`src/sv/vwpr_pkg.sv`:
```
package vwpr_pkg;

  // screen geometry
  localparam int ScreenWidth  = 256;
  localparam int ScreenHeight = 192;

  localparam int TextCellRows = 12;
  localparam logic [3:0] TEXT_LAST_ROW = 4'(TextCellRows - 1);
  localparam logic [12:0] TEXT_BYTES = 13'((ScreenWidth / 8) * (ScreenHeight / TextCellRows));

  localparam logic [4:0] COUNT_NARROW = 5'd8;
  localparam logic [4:0] COUNT_WIDE   = 5'd16;

  // register indexes on the config port
  localparam logic REG_GRAPHICS_ENABLE = 1'b0;
  localparam logic REG_GRAPHICS_MODE   = 1'b1;

  // item as held by the row stage
  typedef struct packed {
    logic       gfx;
    logic [2:0] mode;
    logic [7:0] data;
  } vwpr_item_t;

  // per bitmap mode geometry
  typedef struct packed {
    logic        two_bit;    // four 2-bit pixels per byte, else eight 1-bit
    logic [1:0]  xpix_log2;  // horizontal replication
    logic        bpl32;      // 32 bytes per line, else 16
    logic [1:0]  ypix;       // screen rows per mode row
    logic        wide;       // 16 screen pixels per byte, else 8
    logic [12:0] limit;      // bytes in the active screen
  } vwpr_mode_t;

  function automatic vwpr_mode_t mode_info(input logic [2:0] mode);
    vwpr_mode_t mi;
    case (mode)
      3'd0: mi = '{1'b1, 2'd2, 1'b0, 2'd3, 1'b1, 13'd1024};
      3'd1: mi = '{1'b0, 2'd1, 1'b0, 2'd3, 1'b1, 13'd1024};
      3'd2: mi = '{1'b1, 2'd1, 1'b1, 2'd3, 1'b0, 13'd2048};
      3'd3: mi = '{1'b0, 2'd1, 1'b0, 2'd2, 1'b1, 13'd1536};
      3'd4: mi = '{1'b1, 2'd1, 1'b1, 2'd2, 1'b0, 13'd3072};
      3'd5: mi = '{1'b0, 2'd1, 1'b0, 2'd1, 1'b1, 13'd3072};
      3'd6: mi = '{1'b1, 2'd1, 1'b1, 2'd1, 1'b0, 13'd6144};
      default: mi = '{1'b0, 2'd0, 1'b1, 2'd1, 1'b0, 13'd6144};
    endcase
    return mi;
  endfunction

  // 5x7 font, row 0 on top, leftmost pixel in bit 4
  localparam logic [4:0] GLYPH_ROWS [64][7] = '{
    '{5'd14,5'd17,5'd1,5'd13,5'd21,5'd21,5'd14}, '{5'd4,5'd10,5'd17,5'd17,5'd31,5'd17,5'd17},
    '{5'd30,5'd9,5'd9,5'd14,5'd9,5'd9,5'd30},    '{5'd14,5'd17,5'd16,5'd16,5'd16,5'd17,5'd14},
    '{5'd30,5'd9,5'd9,5'd9,5'd9,5'd9,5'd30},     '{5'd31,5'd16,5'd16,5'd28,5'd16,5'd16,5'd31},
    '{5'd31,5'd16,5'd16,5'd30,5'd16,5'd16,5'd16},'{5'd15,5'd16,5'd16,5'd19,5'd17,5'd17,5'd15},
    '{5'd17,5'd17,5'd17,5'd31,5'd17,5'd17,5'd17},'{5'd14,5'd4,5'd4,5'd4,5'd4,5'd4,5'd14},
    '{5'd1,5'd1,5'd1,5'd17,5'd17,5'd10,5'd4},    '{5'd17,5'd18,5'd20,5'd24,5'd24,5'd20,5'd18},
    '{5'd16,5'd16,5'd16,5'd16,5'd16,5'd16,5'd31},'{5'd17,5'd27,5'd21,5'd17,5'd17,5'd17,5'd17},
    '{5'd17,5'd25,5'd21,5'd19,5'd17,5'd17,5'd17},'{5'd14,5'd17,5'd17,5'd17,5'd17,5'd17,5'd14},
    '{5'd30,5'd17,5'd17,5'd30,5'd16,5'd16,5'd16},'{5'd14,5'd17,5'd17,5'd17,5'd21,5'd18,5'd13},
    '{5'd30,5'd17,5'd17,5'd30,5'd20,5'd18,5'd17},'{5'd14,5'd17,5'd8,5'd4,5'd2,5'd17,5'd14},
    '{5'd31,5'd4,5'd4,5'd4,5'd4,5'd4,5'd4},      '{5'd17,5'd17,5'd17,5'd17,5'd17,5'd17,5'd14},
    '{5'd17,5'd17,5'd17,5'd17,5'd10,5'd10,5'd4}, '{5'd17,5'd17,5'd17,5'd17,5'd21,5'd27,5'd17},
    '{5'd17,5'd17,5'd10,5'd4,5'd10,5'd17,5'd17}, '{5'd17,5'd17,5'd10,5'd4,5'd4,5'd4,5'd4},
    '{5'd31,5'd1,5'd2,5'd4,5'd8,5'd16,5'd31},    '{5'd14,5'd8,5'd8,5'd8,5'd8,5'd8,5'd14},
    '{5'd16,5'd16,5'd8,5'd4,5'd2,5'd1,5'd1},     '{5'd14,5'd2,5'd2,5'd2,5'd2,5'd2,5'd14},
    '{5'd4,5'd14,5'd31,5'd4,5'd4,5'd4,5'd4},     '{5'd0,5'd4,5'd8,5'd31,5'd8,5'd4,5'd0},
    '{5'd0,5'd0,5'd0,5'd0,5'd0,5'd0,5'd0},       '{5'd4,5'd4,5'd4,5'd4,5'd4,5'd0,5'd4},
    '{5'd10,5'd10,5'd0,5'd0,5'd0,5'd0,5'd0},     '{5'd10,5'd10,5'd27,5'd0,5'd27,5'd10,5'd10},
    '{5'd4,5'd15,5'd16,5'd14,5'd1,5'd30,5'd4},   '{5'd25,5'd25,5'd2,5'd4,5'd8,5'd19,5'd19},
    '{5'd8,5'd20,5'd20,5'd9,5'd22,5'd22,5'd9},   '{5'd4,5'd4,5'd0,5'd0,5'd0,5'd0,5'd0},
    '{5'd2,5'd4,5'd8,5'd8,5'd8,5'd4,5'd2},       '{5'd8,5'd4,5'd2,5'd2,5'd2,5'd4,5'd8},
    '{5'd0,5'd4,5'd14,5'd31,5'd14,5'd4,5'd0},    '{5'd0,5'd4,5'd4,5'd31,5'd4,5'd4,5'd0},
    '{5'd0,5'd0,5'd0,5'd6,5'd6,5'd2,5'd4},       '{5'd0,5'd0,5'd0,5'd31,5'd0,5'd0,5'd0},
    '{5'd0,5'd0,5'd0,5'd0,5'd0,5'd4,5'd4},       '{5'd1,5'd1,5'd2,5'd4,5'd8,5'd16,5'd16},
    '{5'd4,5'd10,5'd10,5'd10,5'd10,5'd10,5'd4},  '{5'd4,5'd12,5'd4,5'd4,5'd4,5'd4,5'd14},
    '{5'd14,5'd17,5'd1,5'd14,5'd16,5'd16,5'd31}, '{5'd14,5'd17,5'd1,5'd6,5'd1,5'd17,5'd14},
    '{5'd2,5'd6,5'd10,5'd31,5'd2,5'd2,5'd2},     '{5'd31,5'd16,5'd30,5'd1,5'd1,5'd17,5'd14},
    '{5'd14,5'd16,5'd16,5'd30,5'd17,5'd17,5'd14},'{5'd31,5'd1,5'd2,5'd4,5'd8,5'd16,5'd16},
    '{5'd14,5'd17,5'd17,5'd14,5'd17,5'd17,5'd14},'{5'd14,5'd17,5'd17,5'd15,5'd1,5'd1,5'd14},
    '{5'd0,5'd0,5'd4,5'd0,5'd4,5'd0,5'd0},       '{5'd6,5'd6,5'd0,5'd6,5'd6,5'd2,5'd4},
    '{5'd2,5'd4,5'd8,5'd16,5'd8,5'd4,5'd2},      '{5'd0,5'd0,5'd31,5'd0,5'd31,5'd0,5'd0},
    '{5'd16,5'd8,5'd4,5'd2,5'd4,5'd8,5'd16},     '{5'd4,5'd10,5'd2,5'd4,5'd4,5'd0,5'd4}
  };

endpackage

```
`src/sv/vwpr_row_gen.sv`:
```
module vwpr_row_gen
  import vwpr_pkg::*;
(
  input  vwpr_item_t  item,
  input  logic [3:0]  row,
  output logic [31:0] pixels,
  output logic [4:0]  pixel_count
);

  vwpr_mode_t mi;
  logic [15:0] text_pix;
  logic [31:0] gfx_pix;
  logic [1:0]  src [8];
  logic [4:0]  gl;
  logic [7:0]  gl_ext;
  logic [3:0]  grow;
  logic        glyph_row_ok;
  logic [1:0]  bg;
  logic [1:0]  wh;
  logic [2:0]  sel;
  logic [2:0]  blk_bit;

  assign mi = mode_info(item.mode);

  // text and semigraphics row
  always_comb begin
    grow         = row - 4'd3;
    glyph_row_ok = (row >= 4'd3) && (row <= 4'd9);
    gl           = glyph_row_ok ? GLYPH_ROWS[item.data[5:0]][grow[2:0]] : 5'd0;
    gl_ext       = {2'b00, gl, 1'b0};
    bg           = item.data[7] ? 2'd3 : 2'd0;
    wh           = item.data[7] ? 2'd0 : 2'd3;
    text_pix     = '0;
    blk_bit      = '0;
    for (int p = 0; p < 8; p++) begin
      if (!item.data[6]) begin
        text_pix[15-2*p -: 2] = gl_ext[7-p] ? ~bg : bg;
      end else begin
        blk_bit = 3'd5 - ({row[3:2], 1'b0} + ((p >= 4) ? 3'd1 : 3'd0));
        if (item.data[blk_bit]) begin
          if (!row[0] && (p % 2 == 0)) begin
            text_pix[15-2*p -: 2] = 2'd3;
          end else begin
            text_pix[15-2*p -: 2] = wh;
          end
        end
      end
    end
  end

  // bitmap row, same for every replicated screen row
  always_comb begin
    for (int i = 0; i < 8; i++) begin
      if (mi.two_bit) begin
        src[i] = (i < 4) ? item.data[7-2*(i%4) -: 2] : 2'd0;
      end else begin
        src[i] = item.data[7-i] ? 2'd3 : 2'd0;
      end
    end
    gfx_pix = '0;
    sel     = '0;
    for (int j = 0; j < 16; j++) begin
      case (mi.xpix_log2)
        2'd2:    sel = {1'b0, 2'(j / 4)};
        2'd1:    sel = 3'(j / 2);
        default: sel = 3'(j);
      endcase
      if (mi.wide) begin
        gfx_pix[31-2*j -: 2] = src[sel];
      end else if (j < 8) begin
        gfx_pix[15-2*(j%8) -: 2] = src[sel];
      end
    end
  end

  always_comb begin
    if (item.gfx) begin
      pixels      = gfx_pix;
      pixel_count = mi.wide ? COUNT_WIDE : COUNT_NARROW;
    end else begin
      pixels      = {16'h0000, text_pix};
      pixel_count = COUNT_NARROW;
    end
  end

endmodule

```
`src/sv/video_write_pixel_renderer.sv`:
```
// video write pixel renderer
//
// start/busy command channel: an item (offset, data) is taken at a rising edge with start
// high and busy low. each write paints row segments of a 256x192 screen; every segment
// appears for exactly one cycle with pixel_strobe high, last marks the final one.
// text mode gives 12 segments of 8 pixels; bitmap modes give 1, 2 or 3 segments of
// 8 or 16 pixels. offsets outside the active screen give nothing.
// the accepted item is held in the item register, and each segment is registered in the
// result register before it is driven. throughput: one segment per cycle from the single
// row generator; the next item is taken in the cycle the current item's last row is built.
// the receiver cannot stall; segments are simply presented and gone.
// apb port: graphics_enable at 0x0, graphics_mode at 0x4, pready always high.
// reset (rst, synchronous) clears both registers and drops any item in flight;
// the mode registers must only be written while the block is idle.
module video_write_pixel_renderer
  import vwpr_pkg::*;
(
  input  logic        clk,
  input  logic        rst,
  // command channel
  input  logic        start,
  output logic        busy,
  input  logic [12:0] offset,
  input  logic [7:0]  data,
  // config port
  input  logic        psel,
  input  logic        penable,
  input  logic        pwrite,
  input  logic [2:0]  paddr,
  input  logic [31:0] pwdata,
  output logic [31:0] prdata,
  output logic        pready,
  // result channel
  output logic        pixel_strobe,
  output logic [7:0]  x_pos,
  output logic [7:0]  y_pos,
  output logic [4:0]  pixel_count,
  output logic [31:0] pixels,
  output logic        last
);

  // config registers
  logic       graphics_enable;
  logic [2:0] graphics_mode;

  // item register feeding the row generator
  logic       cur_valid;
  vwpr_item_t cur_item;
  logic [7:0] cur_x;
  logic [7:0] cur_ybase;
  logic [3:0] cur_row;
  logic [3:0] cur_last_row;

  logic        accept;
  logic        cfg_write;
  logic        cur_is_last;
  vwpr_mode_t  mi;
  logic        in_range;
  logic [7:0]  line;
  logic [7:0]  x_next;
  logic [7:0]  ybase_next;
  logic [3:0]  last_row_next;
  logic [31:0] row_pixels;
  logic [4:0]  row_count;

  assign pready    = 1'b1;
  assign cfg_write = psel && penable && pwrite && pready;
  assign prdata    = (paddr[2] == REG_GRAPHICS_MODE) ? {29'd0, graphics_mode}
                                                     : {31'd0, graphics_enable};

  always_ff @(posedge clk) begin
    if (rst) begin
      graphics_enable <= 1'b0;
      graphics_mode   <= 3'd0;
    end else if (cfg_write) begin
      case (paddr[2])
        REG_GRAPHICS_ENABLE: graphics_enable <= pwdata[0];
        REG_GRAPHICS_MODE:   graphics_mode   <= pwdata[2:0];
        default:             graphics_enable <= graphics_enable;
      endcase
    end
  end

  // busy drops in the cycle the last row is built, so items run back to back
  assign cur_is_last = (cur_row == cur_last_row);
  assign busy        = cur_valid && !cur_is_last;
  assign accept      = start && !busy;

  // screen position of the written byte
  assign mi = mode_info(graphics_mode);

  always_comb begin
    line = mi.bpl32 ? offset[12:5] : offset[11:4];
    if (!graphics_enable) begin
      in_range      = (offset < TEXT_BYTES);
      x_next        = {offset[4:0], 3'b000};
      // cell row times twelve
      ybase_next    = {1'b0, offset[8:5], 3'b000} + {2'b00, offset[8:5], 2'b00};
      last_row_next = TEXT_LAST_ROW;
    end else begin
      in_range      = (offset < mi.limit);
      x_next        = mi.bpl32 ? {offset[4:0], 3'b000} : {offset[3:0], 4'b0000};
      case (mi.ypix)
        2'd3:    ybase_next = line + {line[6:0], 1'b0};
        2'd2:    ybase_next = {line[6:0], 1'b0};
        default: ybase_next = line;
      endcase
      last_row_next = {2'b00, mi.ypix - 2'd1};
    end
  end

  always_ff @(posedge clk) begin
    if (rst) begin
      cur_valid <= 1'b0;
    end else if (accept) begin
      cur_valid <= in_range;
    end else if (cur_valid && cur_is_last) begin
      cur_valid <= 1'b0;
    end
  end

  always_ff @(posedge clk) begin
    if (accept) begin
      cur_item     <= '{graphics_enable, graphics_mode, data};
      cur_x        <= x_next;
      cur_ybase    <= ybase_next;
      cur_row      <= 4'd0;
      cur_last_row <= last_row_next;
    end else if (cur_valid && !cur_is_last) begin
      cur_row <= cur_row + 4'd1;
    end
  end

  vwpr_row_gen u_row_gen (
    .item        (cur_item),
    .row         (cur_row),
    .pixels      (row_pixels),
    .pixel_count (row_count)
  );

  // result register, one segment per cycle
  always_ff @(posedge clk) begin
    if (rst) begin
      pixel_strobe <= 1'b0;
    end else begin
      pixel_strobe <= cur_valid;
    end
  end

  always_ff @(posedge clk) begin
    if (cur_valid) begin
      x_pos       <= cur_x;
      y_pos       <= cur_ybase + {4'd0, cur_row};
      pixel_count <= row_count;
      pixels      <= row_pixels;
      last        <= cur_is_last;
    end
  end

  // a segment that is not the last is always followed by another
  a_rows_contiguous: assert property (@(posedge clk) disable iff (rst)
    (pixel_strobe && !last) |=> pixel_strobe)
    else $error("segment stream broken before last");

  // while busy a row is in progress and must come out next cycle
  a_busy_emits: assert property (@(posedge clk) disable iff (rst)
    busy |=> pixel_strobe)
    else $error("busy without a segment");

  // an on-screen text write shows up once it has passed the item and result registers
  a_text_latency: assert property (@(posedge clk) disable iff (rst)
    (accept && !graphics_enable && (offset[12:9] == 4'd0)) |-> ##2 pixel_strobe)
    else $error("text write produced no segment");

  // narrow segments leave the upper half of pixels clear
  a_narrow_clear: assert property (@(posedge clk) disable iff (rst)
    (pixel_strobe && (pixel_count == COUNT_NARROW)) |-> (pixels[31:16] == 16'h0000))
    else $error("narrow segment has stray upper pixels");

  // only two segment widths exist
  a_count_legal: assert property (@(posedge clk) disable iff (rst)
    pixel_strobe |-> ((pixel_count == COUNT_NARROW) || (pixel_count == COUNT_WIDE)))
    else $error("bad pixel_count");

endmodule
```
`config.mk`:
```
export PLATFORM = sky130hd
export DESIGN_NAME = video_write_pixel_renderer
export DESIGN_NICKNAME = d
export VERILOG_FILES = /design/src/sv/vwpr_pkg.sv /design/src/sv/vwpr_row_gen.sv /design/src/sv/video_write_pixel_renderer.sv
export SDC_FILE = /design/constraint.sdc
export NUM_CORES = 1
export LEC_CHECK = 0
export ABC_AREA = 1
export BUFFER_PORTS_ARGS = -buffer_cell sky130_fd_sc_hd__buf_2
export CORE_MARGIN = 2
export CORE_UTILIZATION = 30
export CTS_CLUSTER_SIZE = 20
export DETAILED_ROUTE_END_ITERATION = 7
export MAX_ROUTING_LAYER = met4
export PLACE_DENSITY = 0.5
export REMOVE_ABC_BUFFERS = 1
export SLEW_MARGIN = 5
export SYNTH_ARGS = -nofsm -noshare
export SYNTH_HDL_FRONTEND = slang
export SYNTH_SLANG_ARGS = --single-unit
export TNS_END_PERCENT = 10
```
`constraint.sdc`:
```
create_clock -name clk -period 5.08 [get_ports clk]
set_input_delay 0.254 -clock clk [delete_from_list [all_inputs] [get_ports clk]]
set_output_delay 0.254 -clock clk [all_outputs]
set_load 0.03 [all_outputs]
```
* Word level (Yosys, flattened, before mapping) *
Memory sizes are Yosys's and may differ from the RTL's.
Cells that the tools add are included.

storage, ports and cells
  register bits = 96
  bits in latches = 0
  memory bits (writable) = 0
  ROM bits = 2240
  input port bits = 62
  output and inout port bits = 89
  word-level logic and storage cells = 230
  memories kept = 1

cells by class
  add/sub/neg operators = 9
  multiply operators = 0
  divide/modulo/power cells = 0
  $lt $le $gt $ge = 23
  equality and inequality tests = 17
  shift operators = 0
  mux-type cells = 127
  bitwise logic cells = 19
  reductions and logical operators = 15

memory list
  name              depth  width  read ports  clocked after memory_dff  write ports  line                text
  (name not given)  64     35     1           0                         0            vwpr_row_gen.sv:29  gl = glyph_row_ok ? GLYPH_ROWS[item.data[5:0]][grow[2:0]] : 5'd0;

operators by type and width
  kind                  count
  $mux 2                73
  $pmux 20 s7           1
  $pmux 17 s7           1
  $bmux 2 s3            15
  $mux 35               2
  $ge 4x4->1 const B    16
  $pmux 3 s2            10
  $not 3->4             13
  $mux 8                4
  $mux 5                4
  $eq 3x3->1 const B    6
  $mux 16               1
  $pmux 8 s2            1
  $bmux 5 s3            1
  $lt 13x10->1 const B  1
  $lt 13x13->1          1
  $eq 3x2->1 const B    4
  $mux 3                3
  $add 7x6->8           1
  $add 8x4->8           1
  $add 8x8->8           1
  $lt 3x4->1 const B    2
  $not 2->4             2
  $pmux 2 s2            2
  25 further kinds      44

* Logic depth before layout (Yosys ltp) *
  word-level depth = 11
  gate-level depth with buffers = 20
  mapped depth without buffers = 20

* Cells and area by module *
From an unflattened synthesis, not the netlist that was laid out.

unflattened totals
  cell total of the unflattened synthesis = 1295
  area, all modules = 8685.8 um^2

modules (own cells, without submodules)
  module                      instances  cells each  area each (um^2)
  vwpr_row_gen                1          920         4384.2
  video_write_pixel_renderer  1          375         4301.6

* Worst setup path after synthesis *
No wires, ideal clock.

  path kind = reg2reg
  start point = register cur_valid
  end point = register cur_valid
  library setup time = 121 ps
  arrival time = 2942 ps
  data required time = 4959 ps
  slack = 2016 ps
  stages on the path, launching flop included = 6
  path buffers = 0
  period minus slack after synthesis = 3064 ps
  cells stage by stage = dfxtp_1 inv_1 nor2_1 nor2_1 nand3_1 a21oi_1

between the ends
  longest elaborated chain between the ends = 4
  elaborated cells between the ends (all ways) = 6

RTL lines
  element                                      line                               text
  start: declaration                           video_write_pixel_renderer.sv:47   logic cur_valid;
  start signal: assignment                     video_write_pixel_renderer.sv:116  cur_valid <= in_range;
  $logic_and 1x1->1 *                          video_write_pixel_renderer.sv:86   assign busy = cur_valid && !cur_is_last;
  net busy                                     video_write_pixel_renderer.sv:22   output logic busy,
  $logic_not 1->1 *                            video_write_pixel_renderer.sv:87   assign accept = start && !busy;
  $logic_and 1x1->1 *                          video_write_pixel_renderer.sv:87
  net accept                                   video_write_pixel_renderer.sv:54   logic accept;
  $mux 1 or $reduce_bool 2->1 (tied branches)  --

The timed path passes the listed nets; every way through them passes the cells marked *.
A chain may end at the register's enable or synchronous reset.

* Worst setup path in the final report *
  start point = register cur_item[0] in the netlist's numbering
  end point = register pixels[3] (data pin)

between the ends
  longest elaborated chain between the ends = 11
  elaborated cells between the ends (all ways) = 23

RTL lines
  element                                      line                               text
  start: declaration                           video_write_pixel_renderer.sv:48   vwpr_item_t cur_item;
  start signal: assignment                     video_write_pixel_renderer.sv:124  cur_item <= '{graphics_enable, graphics_mode, data};
  $not 6->7 (not written as such)              vwpr_row_gen.sv:29
  $mem_v2 64x35                                --
  $mux 35 (not written as such) (2 in series)  vwpr_row_gen.sv:29
  $bmux 5 s3                                   vwpr_row_gen.sv:29
  $mux 5 (not written as such) (2 in series)   vwpr_row_gen.sv:29
  $mux 5                                       vwpr_row_gen.sv:29
  $mux 2                                       vwpr_row_gen.sv:37                 text_pix[15-2*p -: 2] = gl_ext[7-p] ? ~bg : bg;
  $mux 2                                       vwpr_row_gen.sv:36                 if (!item.data[6]) begin
  $mux 16 *                                    vwpr_row_gen.sv:77                 if (item.gfx) begin
  net row_pixels[3]                            video_write_pixel_renderer.sv:63   logic [31:0] row_pixels;
  end signal: assignment                       video_write_pixel_renderer.sv:155  pixels <= row_pixels;
  end: declaration                             video_write_pixel_renderer.sv:38   output logic [31:0] pixels,

The timed path passes the listed nets; every way through them passes the cells marked *. The select of a mux whose other input is x is not followed.

==> impl_metrics.ini <==
[clocking]
clock_latency_ps = 350
htreeDepth = 3
cts_tree = yes
cts_setup_buffers = 0
postCtsHoldBufs = 0
clock-sinks = 86
cts_resized = 0
cts_buffers = 9
cts-root-buf = clkbuf_16
cts_buffer_depth = 2
clk_pin_slew_worst_paths_ps = 70

[min_path]
hp-start = data[0]
min_path_cells = 1
hold_class = in -> reg
min_to = cur_item[0]

[detailed_routing]
dr_total_vias = 9100
initialDrtViolationCount = 868
via_per_inst = 5.12
ant_nets = 0
drt-pass1-iter-count = 7
drt_wl_total_um = 29300
drc = 0
wl_per_cell_um = 16.5

[place]
port_buffers = 83
gp_congestion = 0.985
hpwlAfterDp_um = 21300

[power_and_ir_drop]
p_leak_uw = 0.00457
combPwrFrac = 0.353
switchingPower_uw = 899
p_seq_frac = 0.355
clock_power_share = 0.292
sw_frac_of_total = 0.386
irDropWorstVdd_uv = 159
p_int_uw = 1430
power.density_nw_per_um2 = 244

[setup_path]
cp.required_ps = 5180
reg2reg_to = pixels[3]
reg2reg_from = cur_item[0]
worstSetupStartpointType = register
crit_path_end_kind = register
ff2ff_path_depth = 17
setup.worst_path.class = reg -> reg
r2r_slack_ps = 1680
cp.arrival_ps = 3490
path_max_fanout = 12

[synth]
syn_area_um2 = 8720
netlist_top_cells_count = 383 x nand2_1, 195 x nand3_1, 125 x inv_1
syn_area_per_cell_um2 = 6.49
synth_cell_types = 51
synth-main-ff-cell = edfxtp_1
synthAdderAreaFrac = 0.0663
ys_ff_latch = 86
synth_edf_count = 76
synth_top_family_by_area = simple AND/OR/NAND/NOR gates
yosysMostFrequentCell = nand2_1
synth_compound_area_frac = 0.154
ys_warn_count = 0
synthSimpleGateAreaFrac = 0.353
synth_top_cell_area_share = 0.262
synth_xor_area_frac = 0.0110
yosys.area.top_type = edfxtp_1
yosys-top-cells-area = edfxtp_1 26%, nand2_1 16%, nand3_1 11%
ys_seq_area_frac = 0.285
muxShareOfSynthArea = 0
synth_cells = 1343
synthArstFlopShare = 0

[sta]
whs_ps = 73.2
finalHoldViolCount = 0
fin_skew_ps = 5.79
finalCritPeriodShare = 0.668
worst_pin_slew_ps = 966
slew-limit-headroom = 0.355
setup-tns-final_ps = 0
fmax_mhz = 294
rsz0062_at_grt = false
drv_slew = 0
min_period_ps = 3400
setup_violations = 0

[global_routing]
antenna_found_initial = 0
grt_pass1_vias = 8463
grt_pass1_wl_um = 46400
grt_max_degree = 55
track_usage = 0.198
grt_overflow = 0

[finish]
postLayoutCoreUtil = 0.334
finalNetCount = 1494
antennaDiodeCount = 0
drive_above_1_share = 0.114
synthToLayoutAreaGrowth_pct = 9.54
nFillCells = 3195

[flow_run]
cap_violations = 0

[die]
row_count = 62
die_h_um = 174
io_pins = 151
dieArea_um2 = 30400
die_x_um = 174
core_area_um2 = 28600
start_util = 0.305

[status]
run_status = finished clean
metrics by stage:
stage	worst slack (ps)	instances	power, uW	instance area (um^2)
global route	1430	1776	2470	9550
CTS	1790	1776	2330	9550
finish	1680	1776	2330	9550
detailed placement	1820	1760	1650	9240
floorplan	1650	1278	1410	8230
global placement	1800	1760	1650	9240
area by class of cell:
| type | count | area [um^2] | area share |
|---|---|---|---|
| Clock inverter | 5 | 46.3 | 0.00485 |
| Timing Repair Buffer | 98 | 528 | 0.0553 |
| Sequential cell | 86 | 2480 | 0.260 |
| Clock buffer | 11 | 264 | 0.0276 |
| Multi-Input combinational cell | 1053 | 5230 | 0.547 |
| Tap cell | 384 | 480 | 0.0503 |
| Inverter | 139 | 524 | 0.0549 |
worst max-delay path, cell delays in order, from the launching register on:
cell      delay, ps
edfxtp_1        360
buf_4           220
inv_1           400
ha_1            410
nand2_1         480
o21ai_1         190
inv_1            80
nand2_1          60
o21ai_1          80
nand2_1          60
nand2_1         100
nand3_1          80
a21oi_1         210
nand2_1          80
nand2_1          60
nand3_1          60
nand2_1         120
nand2_1          80
worst max path at each step:
stage,depth (start not counted),endpoint,from
2_1_floorplan,13,pixels[2],cur_item[4]
3_3_place_gp,17,pixels[2],cur_item[0]
3_5_place_dp,16,pixels[7],cur_item[0]
4_1_cts,17,pixels[3],cur_item[0]
5_1_grt,18,pixels[5],cur_item[0]
6_report,17,pixels[3],cur_item[0]
logic make-up (layout without fill, tap and decap cells):
logic type               count (synthesis)  count (layout)
other                                    2              36
flip-flops                              86              86
XOR/XNOR                                11              11
buffers and inverters                  238             253
adder cells (fa/ha/maj)                 45              45
AND/OR/NAND/NOR                        723             723
AO/OA/AOI/OAI                          238             238
sequential cells by signal, summed over array words and instances, names as in the netlist, 3 cells and up:
name and flops:
cur_last_row 3, cur_row 4, cur_ybase 8, y_pos 8, x_pos 5, cur_item 12
graphics_mode 3, cur_x 5, pixels 32
power by group through the flow:
stage | registers, uW | logic [uW] | clock network [uW]
6_report | 826 | 822 | 680
5_1_grt | 829 | 922 | 723
4_1_cts | 826 | 811 | 697
3_5_place_dp | 841 | 807 | 0
3_3_place_gp | 841 | 809 | 0
2_1_floorplan | 879 | 536 | 0
cell usage in the layout (no fill, tap or decap), drive strengths merged, types with 2 or more instances in the layout:
| master | n |
|---|---|
| a211oi | 5 |
| nand3 | 196 |
| a21oi | 76 |
| or2 | 4 |
| xor2 | 8 |
| o21bai | 4 |
| clkinv | 5 |
| o21ai | 116 |
| a221oi | 2 |
| o22ai | 3 |
| clkbuf | 11 |
| xnor2 | 3 |
| nor2 | 110 |
| o211ai | 9 |
| nand4 | 8 |
| inv | 139 |
| nand2 | 402 |
| nand3b | 2 |
| o221ai | 4 |
| edfxtp | 76 |
| fa | 2 |
| a22oi | 2 |
| conb | 36 |
| buf | 98 |
| dfxtp | 10 |
| o21a | 7 |
| ha | 43 |
| a21boi | 4 |
per-layer routing:
metal | track usage | up-vias | part of all wire | wire length, um
met3 | 0.0409 | 79 | 0.082 | 2390
met2 | 0.299 | 418 | 0.44 | 12800
met5 | - | - | 0 | 0
met1 | 0.257 | 4121 | 0.44 | 13000
li1 | - | 4482 | - | -
met4 | 0.0837 | 0 | 0.040 | 1160
Note: power is estimated with default switching activity, not from simulation.
